===== src/design/mmio_mov_instruction_decoder_macros.svh =====
// ----------------------------------------------------------------------------
// MMIO move decoder assertion macros
// Clocked, reset-qualified immediate and next-cycle implication checks.
// ----------------------------------------------------------------------------
`ifndef MMIO_MOV_INSTRUCTION_DECODER_MACROS_SVH
`define MMIO_MOV_INSTRUCTION_DECODER_MACROS_SVH

// Same-cycle implication, checked while out of reset.
`define MMD_ASSERT_IMPL(lbl, ante, cons, msg) \
  lbl: assert property (@(posedge clk_i) disable iff (!rst_ni) (ante) |-> (cons)) \
    else $error(msg);

// Next-cycle implication, checked while out of reset.
`define MMD_ASSERT_NEXT(lbl, ante, cons, msg) \
  lbl: assert property (@(posedge clk_i) disable iff (!rst_ni) (ante) |=> (cons)) \
    else $error(msg);

`endif


===== src/design/mmd_pkg.sv =====
// ----------------------------------------------------------------------------
// MMIO move decoder package
// Types, byte codes, descriptor layout and ModRM plan for the byte-serial move decoder.
// ----------------------------------------------------------------------------
`timescale 1ns / 1ps

package mmd_pkg;

  localparam logic [3:0] MAX_LENGTH = 4'd15;

  // Decode phases, one-hot.
  typedef enum logic [4:0] {
    PH_IDLE  = 5'b00001,
    PH_OP2   = 5'b00010,
    PH_MODRM = 5'b00100,
    PH_SKIP  = 5'b01000,
    PH_IMM   = 5'b10000
  } phase_e;

  typedef enum logic [2:0] {
    ACT_WRITE_REG = 3'd0,
    ACT_WRITE_IMM = 3'd1,
    ACT_READ_REG  = 3'd2,
    ACT_STRING    = 3'd3,
    ACT_ERROR     = 3'd4
  } action_e;

  typedef enum logic [2:0] {
    SEG_ES = 3'd0,
    SEG_CS = 3'd1,
    SEG_SS = 3'd2,
    SEG_DS = 3'd3,
    SEG_FS = 3'd4,
    SEG_GS = 3'd5
  } segment_e;

  localparam logic [7:0] PFX_ES     = 8'h26;
  localparam logic [7:0] PFX_CS     = 8'h2E;
  localparam logic [7:0] PFX_SS     = 8'h36;
  localparam logic [7:0] PFX_DS     = 8'h3E;
  localparam logic [7:0] PFX_FS     = 8'h64;
  localparam logic [7:0] PFX_GS     = 8'h65;
  localparam logic [7:0] PFX_OPSIZE = 8'h66;
  localparam logic [7:0] PFX_ADSIZE = 8'h67;
  localparam logic [7:0] PFX_REP    = 8'hF3;

  localparam logic [7:0] OP_ESCAPE  = 8'h0F;
  localparam logic [7:0] OP_MOV_RB  = 8'h88;
  localparam logic [7:0] OP_MOV_RV  = 8'h89;
  localparam logic [7:0] OP_LD_RB   = 8'h8A;
  localparam logic [7:0] OP_LD_RV   = 8'h8B;
  localparam logic [7:0] OP_LD_MOFS = 8'hA1;
  localparam logic [7:0] OP_ST_MOFS = 8'hA3;
  localparam logic [7:0] OP_MOVSB   = 8'hA4;
  localparam logic [7:0] OP_MOVSV   = 8'hA5;
  localparam logic [7:0] OP_MOV_IB  = 8'hC6;
  localparam logic [7:0] OP_MOV_IV  = 8'hC7;
  localparam logic [7:0] OP_MOVZX_W = 8'hB7;

  localparam logic [1:0] MOD_IND   = 2'd0;
  localparam logic [1:0] MOD_DISP8 = 2'd1;
  localparam logic [1:0] MOD_DISP  = 2'd2;
  localparam logic [2:0] RM_SIB    = 3'b100;
  localparam logic [2:0] RM_DISP   = 3'b101;

  // Result of looking at a ModRM byte.
  typedef struct packed {
    logic       ok;
    logic [2:0] skip;
    logic [2:0] imm;
  } modrm_plan_t;

  // One decoded descriptor.
  typedef struct packed {
    action_e    action;
    logic [2:0] register_index;
    logic [2:0] access_size;
    logic [31:0] immediate_value;
    logic [3:0] instruction_length;
    logic [2:0] segment_select;
    logic       repeat_flag;
    logic [2:0] addr_bytes;
  } descriptor_t;

  function automatic modrm_plan_t plan_modrm(input logic [7:0] opcode,
                                             input logic [7:0] modrm,
                                             input logic op4,
                                             input logic addr4);
    modrm_plan_t p;
    logic [1:0] md;
    logic r4;
    logic r5;
    md = modrm[7:6];
    r4 = (modrm[2:0] == RM_SIB);
    r5 = (modrm[2:0] == RM_DISP);
    p  = '0;
    case (opcode)
      OP_MOV_RB: begin
        if (md == MOD_IND && !r5) begin
          p.ok = 1'b1; p.skip = r4 ? 3'd1 : 3'd0;
        end else if (md == MOD_DISP8 && r4) begin
          p.ok = 1'b1; p.skip = 3'd2;
        end
      end
      OP_MOV_RV: begin
        if (md == MOD_IND && !r5) begin
          p.ok = 1'b1; p.skip = r4 ? 3'd1 : 3'd0;
        end else if (md == MOD_DISP8 && !r4 && !r5) begin
          p.ok = 1'b1; p.skip = 3'd1;
        end else if (md == MOD_DISP && !r4 && !r5) begin
          p.ok = 1'b1; p.skip = 3'd4;
        end
      end
      OP_LD_RB: begin
        p.ok = (md == MOD_IND) && !r4 && !r5;
      end
      OP_LD_RV: begin
        if (md == MOD_IND) begin
          p.ok = 1'b1;
          p.skip = r4 ? 3'd1 : (r5 ? (addr4 ? 3'd4 : 3'd2) : 3'd0);
        end else if (md == MOD_DISP8 && !r4) begin
          p.ok = 1'b1; p.skip = 3'd1;
        end else if (md == MOD_DISP && !r4) begin
          p.ok = 1'b1; p.skip = 3'd4;
        end
      end
      OP_MOV_IB: begin
        p.imm = 3'd1;
        if (md == MOD_IND && r4) begin
          p.ok = 1'b1; p.skip = 3'd1;
        end else if (md == MOD_DISP8 && r4) begin
          p.ok = 1'b1; p.skip = 3'd2;
        end else if (md == MOD_DISP) begin
          p.ok = 1'b1; p.skip = 3'd4;
        end
      end
      OP_MOV_IV: begin
        p.imm = op4 ? 3'd4 : 3'd2;
        if (md == MOD_IND && !r4) begin
          p.ok = 1'b1; p.skip = r5 ? 3'd4 : 3'd0;
        end else if (md == MOD_DISP8 && !r4 && !r5) begin
          p.ok = 1'b1; p.skip = 3'd1;
        end
      end
      OP_MOVZX_W: begin
        if (md == MOD_DISP8) begin
          p.ok = 1'b1; p.skip = 3'd1;
        end else if (md == MOD_DISP) begin
          p.ok = 1'b1; p.skip = 3'd4;
        end
      end
      default: p = '0;
    endcase
    return p;
  endfunction

endpackage


===== src/design/mmio_mov_instruction_decoder.sv =====
// ----------------------------------------------------------------------------
// MMIO move instruction decoder
// Walks the bytes of a faulting x86 data-move instruction and returns one
// access descriptor (or an error) per instruction.
// ----------------------------------------------------------------------------
//  channel      | signals                                   | moves
//  -------------+-------------------------------------------+------------------
//  byte in      | in_valid_i / in_ready_o                   | one instruction byte
//  descriptor   | out_valid_o / out_ready_i                 | one descriptor
//  config (APB) | psel penable pwrite paddr pwdata prdata   | default_size_32
//
// One byte is taken per cycle; the decode of a byte is a single table step on
// the held prefix, opcode and ModRM fields. A descriptor sits in the output
// register from the cycle after the instruction's last byte; a new byte is
// taken in that same cycle unless the register is full and not being drained.
// Reset brings the decoder to idle with no prefixes and a 32-bit default size.
`timescale 1ns / 1ps

`include "mmio_mov_instruction_decoder_macros.svh"

module mmio_mov_instruction_decoder import mmd_pkg::*; (
  input  logic        clk_i,
  input  logic        rst_ni,
  input  logic        in_valid_i,
  output logic        in_ready_o,
  input  logic [7:0]  instruction_byte_i,
  output logic        out_valid_o,
  input  logic        out_ready_i,
  output logic [2:0]  action_o,
  output logic [2:0]  register_index_o,
  output logic [2:0]  access_size_o,
  output logic [31:0] immediate_value_o,
  output logic [3:0]  instruction_length_o,
  output logic [2:0]  segment_select_o,
  output logic        repeat_flag_o,
  output logic [2:0]  address_size_o,
  input  logic        psel,
  input  logic        penable,
  input  logic        pwrite,
  input  logic [2:0]  paddr,
  input  logic [31:0] pwdata,
  output logic [31:0] prdata,
  output logic        pready
);

  logic        cfg_size32_q;
  phase_e      phase_q, phase_d;
  logic        opsz_q, opsz_d;
  logic        adsz_q, adsz_d;
  logic        rep_q, rep_d;
  logic [2:0]  seg_q, seg_d;
  logic [7:0]  opcode_q, opcode_d;
  logic [7:0]  modrm_q, modrm_d;
  logic [2:0]  skip_q, skip_d;
  logic [31:0] acc_q, acc_d;
  logic [2:0]  imm_rem_q, imm_rem_d;
  logic [3:0]  count_q, count_d;

  logic        out_valid_q;
  descriptor_t desc_q, desc_d;

  logic        in_fire;
  logic        emit;
  logic        fail;
  logic [3:0]  count;
  logic        op4;
  logic        addr4;
  modrm_plan_t plan;
  logic [2:0]  skip_dec;
  logic [2:0]  imm_dec;

  // Configuration port: always ready, one register, written at indices 0 to 3 and read back at every index.
  assign pready = 1'b1;
  assign prdata = {31'd0, cfg_size32_q};

  always_ff @(posedge clk_i or negedge rst_ni) begin
    if (!rst_ni) begin
      cfg_size32_q <= 1'b1;
    end else if (psel && penable && pwrite && pready && !paddr[2]) begin
      cfg_size32_q <= pwdata[0];
    end
  end

  assign in_ready_o = !out_valid_q || out_ready_i;
  assign in_fire    = in_valid_i && in_ready_o;

  assign count    = (count_q < 4'd15) ? count_q + 4'd1 : 4'd15;
  assign op4      = cfg_size32_q ^ opsz_d;
  assign addr4    = cfg_size32_q ^ adsz_d;
  assign plan     = plan_modrm(opcode_q, instruction_byte_i, op4, addr4);
  assign skip_dec = (skip_q != 3'd0) ? skip_q - 3'd1 : 3'd0;
  assign imm_dec  = (imm_rem_q != 3'd0) ? imm_rem_q - 3'd1 : 3'd0;

  always_comb begin
    phase_d   = phase_q;
    opsz_d    = opsz_q;
    adsz_d    = adsz_q;
    rep_d     = rep_q;
    seg_d     = seg_q;
    opcode_d  = opcode_q;
    modrm_d   = modrm_q;
    skip_d    = skip_q;
    acc_d     = acc_q;
    imm_rem_d = imm_rem_q;
    count_d   = count;
    emit      = 1'b0;
    fail      = 1'b0;

    case (phase_q)
      PH_IDLE: begin
        case (instruction_byte_i)
          PFX_ES:     seg_d  = SEG_ES;
          PFX_CS:     seg_d  = SEG_CS;
          PFX_SS:     seg_d  = SEG_SS;
          PFX_DS:     seg_d  = SEG_DS;
          PFX_FS:     seg_d  = SEG_FS;
          PFX_GS:     seg_d  = SEG_GS;
          PFX_OPSIZE: opsz_d = 1'b1;
          PFX_ADSIZE: adsz_d = 1'b1;
          PFX_REP:    rep_d  = 1'b1;
          OP_ESCAPE: begin
            opcode_d = instruction_byte_i;
            phase_d  = PH_OP2;
          end
          OP_MOV_RB, OP_MOV_RV, OP_LD_RB, OP_LD_RV, OP_MOV_IB, OP_MOV_IV: begin
            opcode_d = instruction_byte_i;
            phase_d  = PH_MODRM;
          end
          OP_LD_MOFS, OP_ST_MOFS: begin
            opcode_d  = instruction_byte_i;
            skip_d    = (cfg_size32_q ^ adsz_q) ? 3'd4 : 3'd2;
            imm_rem_d = 3'd0;
            phase_d   = PH_SKIP;
          end
          OP_MOVSB, OP_MOVSV: begin
            opcode_d = instruction_byte_i;
            emit     = 1'b1;
          end
          default: begin
            emit = 1'b1;
            fail = 1'b1;
          end
        endcase
      end
      PH_OP2: begin
        if (instruction_byte_i != OP_MOVZX_W) begin
          emit = 1'b1;
          fail = 1'b1;
        end else begin
          opcode_d = OP_MOVZX_W;
          phase_d  = PH_MODRM;
        end
      end
      PH_MODRM: begin
        modrm_d   = instruction_byte_i;
        skip_d    = plan.skip;
        imm_rem_d = plan.imm;
        acc_d     = 32'd0;
        if (!plan.ok) begin
          emit = 1'b1;
          fail = 1'b1;
        end else if (plan.skip != 3'd0) begin
          phase_d = PH_SKIP;
        end else if (plan.imm != 3'd0) begin
          phase_d = PH_IMM;
        end else begin
          emit = 1'b1;
        end
      end
      PH_SKIP: begin
        skip_d = skip_dec;
        if (skip_dec == 3'd0) begin
          if (imm_rem_q == 3'd0) begin
            emit = 1'b1;
          end else begin
            phase_d = PH_IMM;
          end
        end
      end
      PH_IMM: begin
        acc_d     = {instruction_byte_i, acc_q[31:8]};
        imm_rem_d = imm_dec;
        if (imm_dec == 3'd0) begin
          emit = 1'b1;
        end
      end
      default: begin
        emit = 1'b1;
        fail = 1'b1;
      end
    endcase

    // An instruction still open at the length limit is rejected.
    if (!emit && count >= MAX_LENGTH) begin
      emit = 1'b1;
      fail = 1'b1;
    end
  end

  // Descriptor built from the fields as they stand after this byte.
  always_comb begin
    desc_d                    = '0;
    desc_d.instruction_length = count;
    desc_d.segment_select     = seg_d;
    desc_d.repeat_flag        = rep_d;
    desc_d.addr_bytes         = addr4 ? 3'd4 : 3'd2;
    desc_d.action             = ACT_ERROR;
    if (!fail) begin
      case (opcode_d)
        OP_MOV_RB: begin
          desc_d.action = ACT_WRITE_REG;
          desc_d.register_index = modrm_d[5:3];
          desc_d.access_size = 3'd1;
        end
        OP_MOV_RV: begin
          desc_d.action = ACT_WRITE_REG;
          desc_d.register_index = modrm_d[5:3];
          desc_d.access_size = op4 ? 3'd4 : 3'd2;
        end
        OP_LD_RB: begin
          desc_d.action = ACT_READ_REG;
          desc_d.register_index = modrm_d[5:3];
          desc_d.access_size = 3'd1;
        end
        OP_LD_RV: begin
          desc_d.action = ACT_READ_REG;
          desc_d.register_index = modrm_d[5:3];
          desc_d.access_size = op4 ? 3'd4 : 3'd2;
        end
        OP_MOVZX_W: begin
          desc_d.action = ACT_READ_REG;
          desc_d.register_index = modrm_d[5:3];
          desc_d.access_size = 3'd2;
        end
        OP_LD_MOFS: begin
          desc_d.action = ACT_READ_REG;
          desc_d.access_size = op4 ? 3'd4 : 3'd2;
        end
        OP_ST_MOFS: begin
          desc_d.action = ACT_WRITE_REG;
          desc_d.access_size = op4 ? 3'd4 : 3'd2;
        end
        OP_MOVSB: begin
          desc_d.action = ACT_STRING;
          desc_d.access_size = 3'd1;
        end
        OP_MOVSV: begin
          desc_d.action = ACT_STRING;
          desc_d.access_size = op4 ? 3'd4 : 3'd2;
        end
        OP_MOV_IB: begin
          desc_d.action = ACT_WRITE_IMM;
          desc_d.access_size = 3'd1;
          desc_d.immediate_value = {24'd0, acc_d[31:24]};
        end
        OP_MOV_IV: begin
          desc_d.action = ACT_WRITE_IMM;
          desc_d.access_size = op4 ? 3'd4 : 3'd2;
          desc_d.immediate_value = op4 ? acc_d : {16'd0, acc_d[31:16]};
        end
        default: desc_d.action = ACT_ERROR;
      endcase
    end
  end

  always_ff @(posedge clk_i or negedge rst_ni) begin
    if (!rst_ni) begin
      phase_q   <= PH_IDLE;
      opsz_q    <= 1'b0;
      adsz_q    <= 1'b0;
      rep_q     <= 1'b0;
      seg_q     <= SEG_DS;
      opcode_q  <= 8'd0;
      modrm_q   <= 8'd0;
      skip_q    <= 3'd0;
      acc_q     <= 32'd0;
      imm_rem_q <= 3'd0;
      count_q   <= 4'd0;
    end else if (in_fire) begin
      if (emit) begin
        phase_q   <= PH_IDLE;
        opsz_q    <= 1'b0;
        adsz_q    <= 1'b0;
        rep_q     <= 1'b0;
        seg_q     <= SEG_DS;
        opcode_q  <= 8'd0;
        modrm_q   <= 8'd0;
        skip_q    <= 3'd0;
        acc_q     <= 32'd0;
        imm_rem_q <= 3'd0;
        count_q   <= 4'd0;
      end else begin
        phase_q   <= phase_d;
        opsz_q    <= opsz_d;
        adsz_q    <= adsz_d;
        rep_q     <= rep_d;
        seg_q     <= seg_d;
        opcode_q  <= opcode_d;
        modrm_q   <= modrm_d;
        skip_q    <= skip_d;
        acc_q     <= acc_d;
        imm_rem_q <= imm_rem_d;
        count_q   <= count_d;
      end
    end
  end

  // Output register; a transaction is loaded whenever a byte completes one.
  always_ff @(posedge clk_i or negedge rst_ni) begin
    if (!rst_ni) begin
      out_valid_q <= 1'b0;
    end else if (in_fire && emit) begin
      out_valid_q <= 1'b1;
    end else if (out_ready_i) begin
      out_valid_q <= 1'b0;
    end
  end

  always_ff @(posedge clk_i) begin
    if (in_fire && emit) begin
      desc_q <= desc_d;
    end
  end

  assign out_valid_o          = out_valid_q;
  assign action_o             = desc_q.action;
  assign register_index_o     = desc_q.register_index;
  assign access_size_o        = desc_q.access_size;
  assign immediate_value_o    = desc_q.immediate_value;
  assign instruction_length_o = desc_q.instruction_length;
  assign segment_select_o     = desc_q.segment_select;
  assign repeat_flag_o        = desc_q.repeat_flag;
  assign address_size_o       = desc_q.addr_bytes;

  `MMD_ASSERT_IMPL(a_stall_blocks_input, out_valid_q && !out_ready_i, !in_ready_o,
    "byte taken while descriptor stalled")
  `MMD_ASSERT_IMPL(a_phase_onehot, 1'b1, $onehot(phase_q),
    "decode phase not one-hot")
  `MMD_ASSERT_IMPL(a_busy_has_bytes, phase_q != PH_IDLE, count_q != 4'd0,
    "open instruction with no bytes counted")
  `MMD_ASSERT_NEXT(a_emit_loads_output, in_fire && emit,
    out_valid_q && instruction_length_o != 4'd0,
    "completed instruction did not load a descriptor")

endmodule

===== config.mk =====
export PLATFORM = sky130hd
export DESIGN_NAME = mmio_mov_instruction_decoder
export DESIGN_NICKNAME = d
export VERILOG_FILES = /design/src/design/mmd_pkg.sv /design/src/design/mmio_mov_instruction_decoder.sv
export VERILOG_INCLUDE_DIRS = /design/src /design/src/design
export SDC_FILE = /design/constraint.sdc
export NUM_CORES = 1
export LEC_CHECK = 0
export ABC_AREA = 0
export BUFFER_PORTS_ARGS = -buffer_cell sky130_fd_sc_hd__buf_2
export CAP_MARGIN = 20
export CORE_UTILIZATION = 60
export CTS_CLUSTER_DIAMETER = 120
export DETAILED_ROUTE_END_ITERATION = 7
export PLACE_DENSITY = 0.92
export SLEW_MARGIN = 20
export SYNTH_ARGS = -nofsm -noshare
export SYNTH_HDL_FRONTEND = slang
export SYNTH_SLANG_ARGS = --single-unit

===== constraint.sdc =====
create_clock -name clk_i -period 11.3 [get_ports clk_i]
set_clock_uncertainty 0.2 [all_clocks]
set_input_delay 0.565 -clock clk_i [delete_from_list [all_inputs] [get_ports clk_i]]
set_output_delay 0.565 -clock clk_i [all_outputs]
set_load 0.1 [all_outputs]

Word level (Yosys, flattened, before mapping)
Index checks and enable logic that the tools add are counted.
- register bits: 118
- bits in latches: 0
- RAM bits: 0
- ROM bits: 0
- output and inout port bits: 87
- word-level logic and storage cells: 218
- memories kept: 0
- add/sub/neg operators: 3
- multiply operators: 0
- div/mod/pow operators: 0
- $lt $le $gt $ge: 2
- equality and inequality tests: 55
- shift-type cells: 0
- muxes and demuxes: 83
- bitwise operators: 4
- reduce and logical (&&, ||, !) cells: 50
- operators with widths (operator ; count):
    8-bit == test (second input constant) ; 29
    32-bit case mux with 2 select lines ; 2
    32-bit two-way mux ; 2
    4-bit two-way mux ; 16
    3-bit two-way mux ; 14
    3-bit case mux with 6 select lines ; 2
    5-bit two-way mux ; 7
    8-bit by 6-bit == test with 1-bit output (second input constant) ; 4
    8-bit by 7-bit == test with 1-bit output (second input constant) ; 4
    3-bit case mux with 3 select lines ; 3
    1-bit two-way mux ; 24
    8-bit two-way mux ; 3
    5-bit case mux with 4 select lines ; 1
    20-bit OR reduction ; 1
    18-bit OR reduction ; 1
    8-bit case mux with 2 select lines ; 1
    1-bit logical AND ; 15
    5-bit case mux with 3 select lines ; 1
    6-bit two-way mux ; 2
    3-bit inequality test (second input constant) ; 4
    3-bit case mux with 4 select lines ; 1
    3-bit nonzero test ; 4
    6-bit OR reduction ; 2
    11-bit OR reduction ; 1
    other kinds (36) ; 53

Longest topological paths before layout
- depth after elaboration: 18
- mapped depth: 13
- mapped depth without buffers: 11

Least setup slack after synthesis
Ideal clock, no wire load.
- path type: register to register
- start point: register out_valid_q, in the netlist out_valid_o
- end point: register desc_q, in the netlist access_size_o[0] (enable)
- data arrival time: 3.551 ns
- data required time: 10.693 ns
- slack: 7.142 ns
- cell stages (with the launch flop): 7
- buffers on the path: 2
- clock period less this slack: 4.158 ns
- path through: dfrtp_1 nand2b_1 and2_1 clkbuf_1 clkbuf_1 nand2_1 inv_1
- cells in the longest elaborated chain, start to end: 4
- ends and longest elaborated chain (what ; RTL line ; RTL):
    from (decl) ; mmio_mov_instruction_decoder.sv:59 ; logic out_valid_q;
    from (signal assigned) ; mmio_mov_instruction_decoder.sv:311 ; out_valid_q <= 1'b0;
    from (signal assigned) ; mmio_mov_instruction_decoder.sv:313 ; out_valid_q <= 1'b1;
    from (signal assigned) ; mmio_mov_instruction_decoder.sv:315 ; out_valid_q <= 1'b0;
    1-bit zero test ; mmio_mov_instruction_decoder.sv:84 ; assign in_ready_o = !out_valid_q || out_ready_i;
    1-bit logical OR ; mmio_mov_instruction_decoder.sv:84 ;
    named net in_ready_o ; mmio_mov_instruction_decoder.sv:25 ; output logic in_ready_o,
    1-bit logical AND ; mmio_mov_instruction_decoder.sv:85 ; assign in_fire = in_valid_i && in_ready_o;
    1-bit logical AND ; mmio_mov_instruction_decoder.sv:320 ; if (in_fire && emit) begin
    to (signal assigned) ; mmio_mov_instruction_decoder.sv:321 ; desc_q <= desc_d;
    to (decl) ; mmio_mov_instruction_decoder.sv:60 ; descriptor_t desc_q, desc_d;
The timed path passes the listed nets, and every way through them passes these cells.
A chain may end at the register's enable or synchronous reset.

Worst setup path after layout
- start point: register opcode_q[1]
- end point: register desc_q, in the netlist immediate_value_o[0] (enable)
- cells in the longest elaborated chain, start to end: 11
- ends and longest elaborated chain (what ; RTL line ; RTL):
    from (decl) ; mmio_mov_instruction_decoder.sv:52 ; logic [7:0] opcode_q, opcode_d;
    from (signal assigned) ; mmio_mov_instruction_decoder.sv:298 ; opcode_q <= opcode_d;
    8-bit == test ; mmd_pkg.sv:97 ; case (opcode)
    3-bit case mux with 2 select lines ; mmd_pkg.sv:97 ;
    3-bit nonzero test ; mmio_mov_instruction_decoder.sv:164 ; end else if (plan.imm != 3'd0) begin
    1-bit two-way mux ; mmio_mov_instruction_decoder.sv:164 ;
    1-bit two-way mux ; mmio_mov_instruction_decoder.sv:162 ; end else if (plan.skip != 3'd0) begin
    1-bit two-way mux (*) ; mmio_mov_instruction_decoder.sv:159 ; if (!plan.ok) begin
    1-bit case mux with 5 select lines (*) ; mmio_mov_instruction_decoder.sv:109 ; case (phase_q)
    1-bit zero test ; mmio_mov_instruction_decoder.sv:194 ; if (!emit && count >= MAX_LENGTH) begin
    1-bit logical AND ; mmio_mov_instruction_decoder.sv:194 ;
    1-bit two-way mux (*) ; mmio_mov_instruction_decoder.sv:194 ;
    1-bit logical AND (*) ; mmio_mov_instruction_decoder.sv:320 ;
Every way passes the cells marked *; elsewhere a longest branch is shown, timed or not.

==> tab_implementation.tex <==
\begin{tabular}{lr}
\hline
Metric & Value \\
\hline
\multicolumn{2}{l}{\textbf{Pwr}} \\
Power Density & 168 mW/mm\^{}2 \\
Net load switching power & 478 uW \\
PnR Total Power & 1.26 mW \\
IR drop worst, VDD & 115 uV \\
Share of power burned in combinational logic & 23.2\% \\
Pint & 782 uW \\
Sw frac & 37.9\% \\
Clock network fraction of design power & 39.0\% \\
Part of the total power dissipated in sequential elements & 37.9\% \\
Cell leakage power & 2.93 nW \\
\multicolumn{2}{l}{\textbf{Synthesis}} \\
Post-Synthesis Cell Area & 0.00673 sq mm \\
Number of flops mapped to enable cells by yosys & 51 \\
Post-synthesis cell count & 693 \\
Area leader, netlist & dfrtp\_1 \\
Synth cell count leaders & nand2\_1, dfrtp\_1, edfxtp\_1 \\
Sequential cell area fraction in the yosys report & 47.4\% \\
Top cells by area, synth & dfrtp\_1, edfxtp\_1, nand2\_1 \\
Flops \& latches, synth & 117 \\
Yosys Warn Count & 0 \\
Number of unique standard cell types used by synthesis & 78 \\
Syn avg cell area & 9.71 sq um \\
Async S/R FF share, synth & 56.4\% \\
Cell with the most instances after synthesis & nand2\_1 \\
Main synth FF type & dfrtp\_1 \\
Area fraction of the dominant cell type after synthesis & 23.1\% \\
\multicolumn{2}{l}{\textbf{Routing}} \\
Top Layer Used & met4 \\
Final ANT Viol Nets & 0 \\
DR WL/cell & 21.2 um \\
Residual DRC & 0 \\
Wire length reported by the detailed router & 18900 um \\
Via count normalized by instance count & 6.86 \\
Met1 WL & 7170 um \\
Sum of met2 wire segment lengths after detailed routing & 8900 um \\
Number of vias after detailed routing & 6108 \\
1st-pass router iterations & 6 \\
First-iteration detailed-routing DRC count & 1016 \\
Detailed route wirelength on metal3 & 2080 um \\
\multicolumn{2}{l}{\textbf{Final layout}} \\
Antenna diodes & 0 \\
Number of standard cells in the final layout excluding fillers & 890 \\
Nets & 792 \\
Fraction of final layout cells sized beyond drive strength 1 & 18.4\% \\
Area Growth Syn to Fin & 11.8\% \\
\multicolumn{2}{l}{\textbf{Worst setup path}} \\
Critical Path, Cell by Cell & inv\_1 > or4\_1 > a2111oi\_0 > nor2\_1 > nand4\_1 > o211ai\_4 > nand2\_1 > clkinv\_2 \\
CP max-delay cell & clkinv\_2 \\
Family with the most delay on the worst path & simple AND/OR/NAND/NOR gates \\
Top fanout value on the critical path & 54 \\
CP max stage delay & 0.75 ns \\
Critical path start-end classification & reg -> reg \\
Critical Path Source Type & register \\
Critical path data arrival time & 4.04 ns \\
WP buf/inv & 2 \\
WP data required & 11.08 ns \\
Type of destination of the critical path & register \\
\multicolumn{2}{l}{\textbf{GRT}} \\
All-layer global routing usage & 33.3\% \\
Overflow left after global routing & 0 \\
Wire length of the first global-routing pass & 29300 um \\
Number of antenna violations at the first check in global routing & 0 \\
Largest net degree at the start of global routing & 75 \\
Number of global-route vias before repair & 5606 \\
\multicolumn{2}{l}{\textbf{Clocking}} \\
Bufs on Longest Clock Path & 2 \\
Clock latency reported for the late side of the worst-skew pair & 0.53 ns \\
Post-CTS Setup Repair Bufs & 0 \\
Post-CTS Resized & 0 \\
Inserted Clock Buffers & 17 \\
Number of hold buffers added after cts & 0 \\
Reg clk slew, reported paths & 0.06 ns \\
Clock Sinks & 117 \\
Cell chosen for the clock root & clkbuf\_8 \\
CTS HTree Levels & 4 \\
TritonCTS clock tree & done \\
\multicolumn{2}{l}{\textbf{Placement}} \\
Worst setup slack after placement & 7.12 ns \\
I/O Buffers & 70 \\
Placed wire-length estimate after detailed placement & 12100 um \\
\# placed instances & 858 \\
Final GP Congestion & 0.917 \\
\multicolumn{2}{l}{\textbf{Timing}} \\
Total of endpoints with negative setup slack in the final report & 0 \\
Final hold vios & 0 \\
Final period demand of the worst path & 4.26 ns \\
RSZ-0062 raised after global routing & false \\
Tcrit/Tclk final & 37.7\% \\
Worst max-slew margin expressed relative to the limit & 28.3\% \\
Max Slew Vio Count & 0 \\
Total Negative Setup Slacks & 0 ns \\
Worst-case setup margin in the final layout & 7.04 ns \\
Slew at the pin closest to its max-slew limit & 1.08 ns \\
Timing-limited maximum frequency & 235 MHz \\
\multicolumn{2}{l}{\textbf{Floorplanning}} \\
Core area & 0.0109 sq mm \\
Top-level I/O count & 137 \\
Die extent in x & 108 um \\
Number of core rows & 38 \\
Initial standard-cell utilization of the core & 61.8\% \\
Die height & 108 um \\
Area of the die & 0.0116 sq mm \\
\multicolumn{2}{l}{\textbf{Min path}} \\
Hold/Removal Path Class & in -> async \\
\multicolumn{2}{l}{\textbf{Flow run}} \\
Number of violations of the max-capacitance limit & 0 \\
\multicolumn{2}{l}{\textbf{Status}} \\
Outcome & finished clean \\
\hline
\end{tabular}
## layout by cell type (no fill, tap or decap), drive strengths merged, types with 4 or more instances in the layout
cell and count:
nor3 29, conb 33, nand4 7, inv 15, o22ai 5, a22oi 31, a2111oi 10, o31ai 35
and3 4, or2 5, dfstp 4, buf 79, clkinv 6, dfrtp 62, o2bb2ai 4, a211oi 14
o21ai 26, nand2 98, nor3b 4, a21oi 27, nand2b 8, nor2 33, and2 15, a221oi 9
clkinvlp 4, and4 4, clkbuf 17, nand3 18, ha 5, nor2b 7, nor4 4, edfxtp 51
a22o 12
## cell type report
cell class | instances | area, sq um
multi-input cells | 512 | 3160
repair buffers | 79 | 418
well taps | 140 | 175
flip-flops and latches | 117 | 3190
fillers | 769 | 3370
clock inverters | 15 | 123
clock buffers | 17 | 414
inverters | 10 | 38.8
## power groups by stage
| stage | logic [mW] | clock network (mW) | registers, mW |
|---|---|---|---|
| 2_1_floorplan | 0.141 | 0 | 0.592 |
| 3_3_place_gp | 0.282 | 0 | 0.483 |
| 3_5_place_dp | 0.287 | 0 | 0.485 |
| 4_1_cts | 0.289 | 0.492 | 0.477 |
| 5_1_grt | 0.302 | 0.511 | 0.479 |
| 6_report | 0.292 | 0.491 | 0.477 |
## state kept, by name, summed over array words and instances (netlist names), 4 cells and up
signal / count
acc_q: 32
count_q: 4
immediate_value_o: 32
instruction_length_o: 4
opcode_q: 8
phase_q: 5
## per-stage QoR
stage / util [%] / hold WS (ns) / cell area, sq um
2_1_floorplan: - / 0.0694 / 6840
3_3_place_gp: 64.1 / 0.243 / 6980
3_5_place_dp: 64.1 / 0.267 / 6980
4_1_cts: 69.1 / 0.0607 / 7520
5_1_grt: 69.1 / 0.0652 / 7520
6_report: 69.1 / 0.0264 / 7520
## metal layers
layer	track usage, %	up-vias
met5	0	-
met4	15.1	0
met3	7.14	71
met2	52.6	522
met1	43.9	2870
li1	-	2645
## worst paths after layout
check / start / endpoint / slack, ns / depth (start not counted)
worst max-delay path: opcode_q[1]$_DFFE_PN0P_ / immediate_value_o[0]$_SDFFCE_PP0P_ / 7.04 / 8
worst min-delay path: rst_ni / opcode_q[3]$_DFFE_PN0P_ / 0.03 / 2
worst max register to register: opcode_q[1]$_DFFE_PN0P_ / immediate_value_o[0]$_SDFFCE_PP0P_ / 7.04 / 8
worst min register to register: acc_q[2]$_DFFE_PN0P_ / acc_q[2]$_DFFE_PN0P_ / 0.28 / 2
max in group asynchronous: rst_ni / opcode_q[0]$_DFFE_PN0P_ / 10.29 / 2
min in group clk_i: pwdata[0] / cfg_size32_q$_DFFE_PN1P_ / 0.06 / 2
## cells by family (layout without fill, tap and decap cells)
group                    count (synthesis)  count (layout)  share of synthesized area, %
AND/OR/NAND/NOR                        258             258                          19.4
AO/OA/AOI/OAI                          207             207                          23.3
flip-flops                             117             117                          47.4
buffers and inverters                   95             121                          7.53
adder cells (fa/ha/maj)                  5               5                         0.930
XOR/XNOR                                 5               5                         0.651
multiplexers                             4               4                         0.688
other                                    2              33                         0.112
No activity file was read; power rests on OpenSTA's default activity.
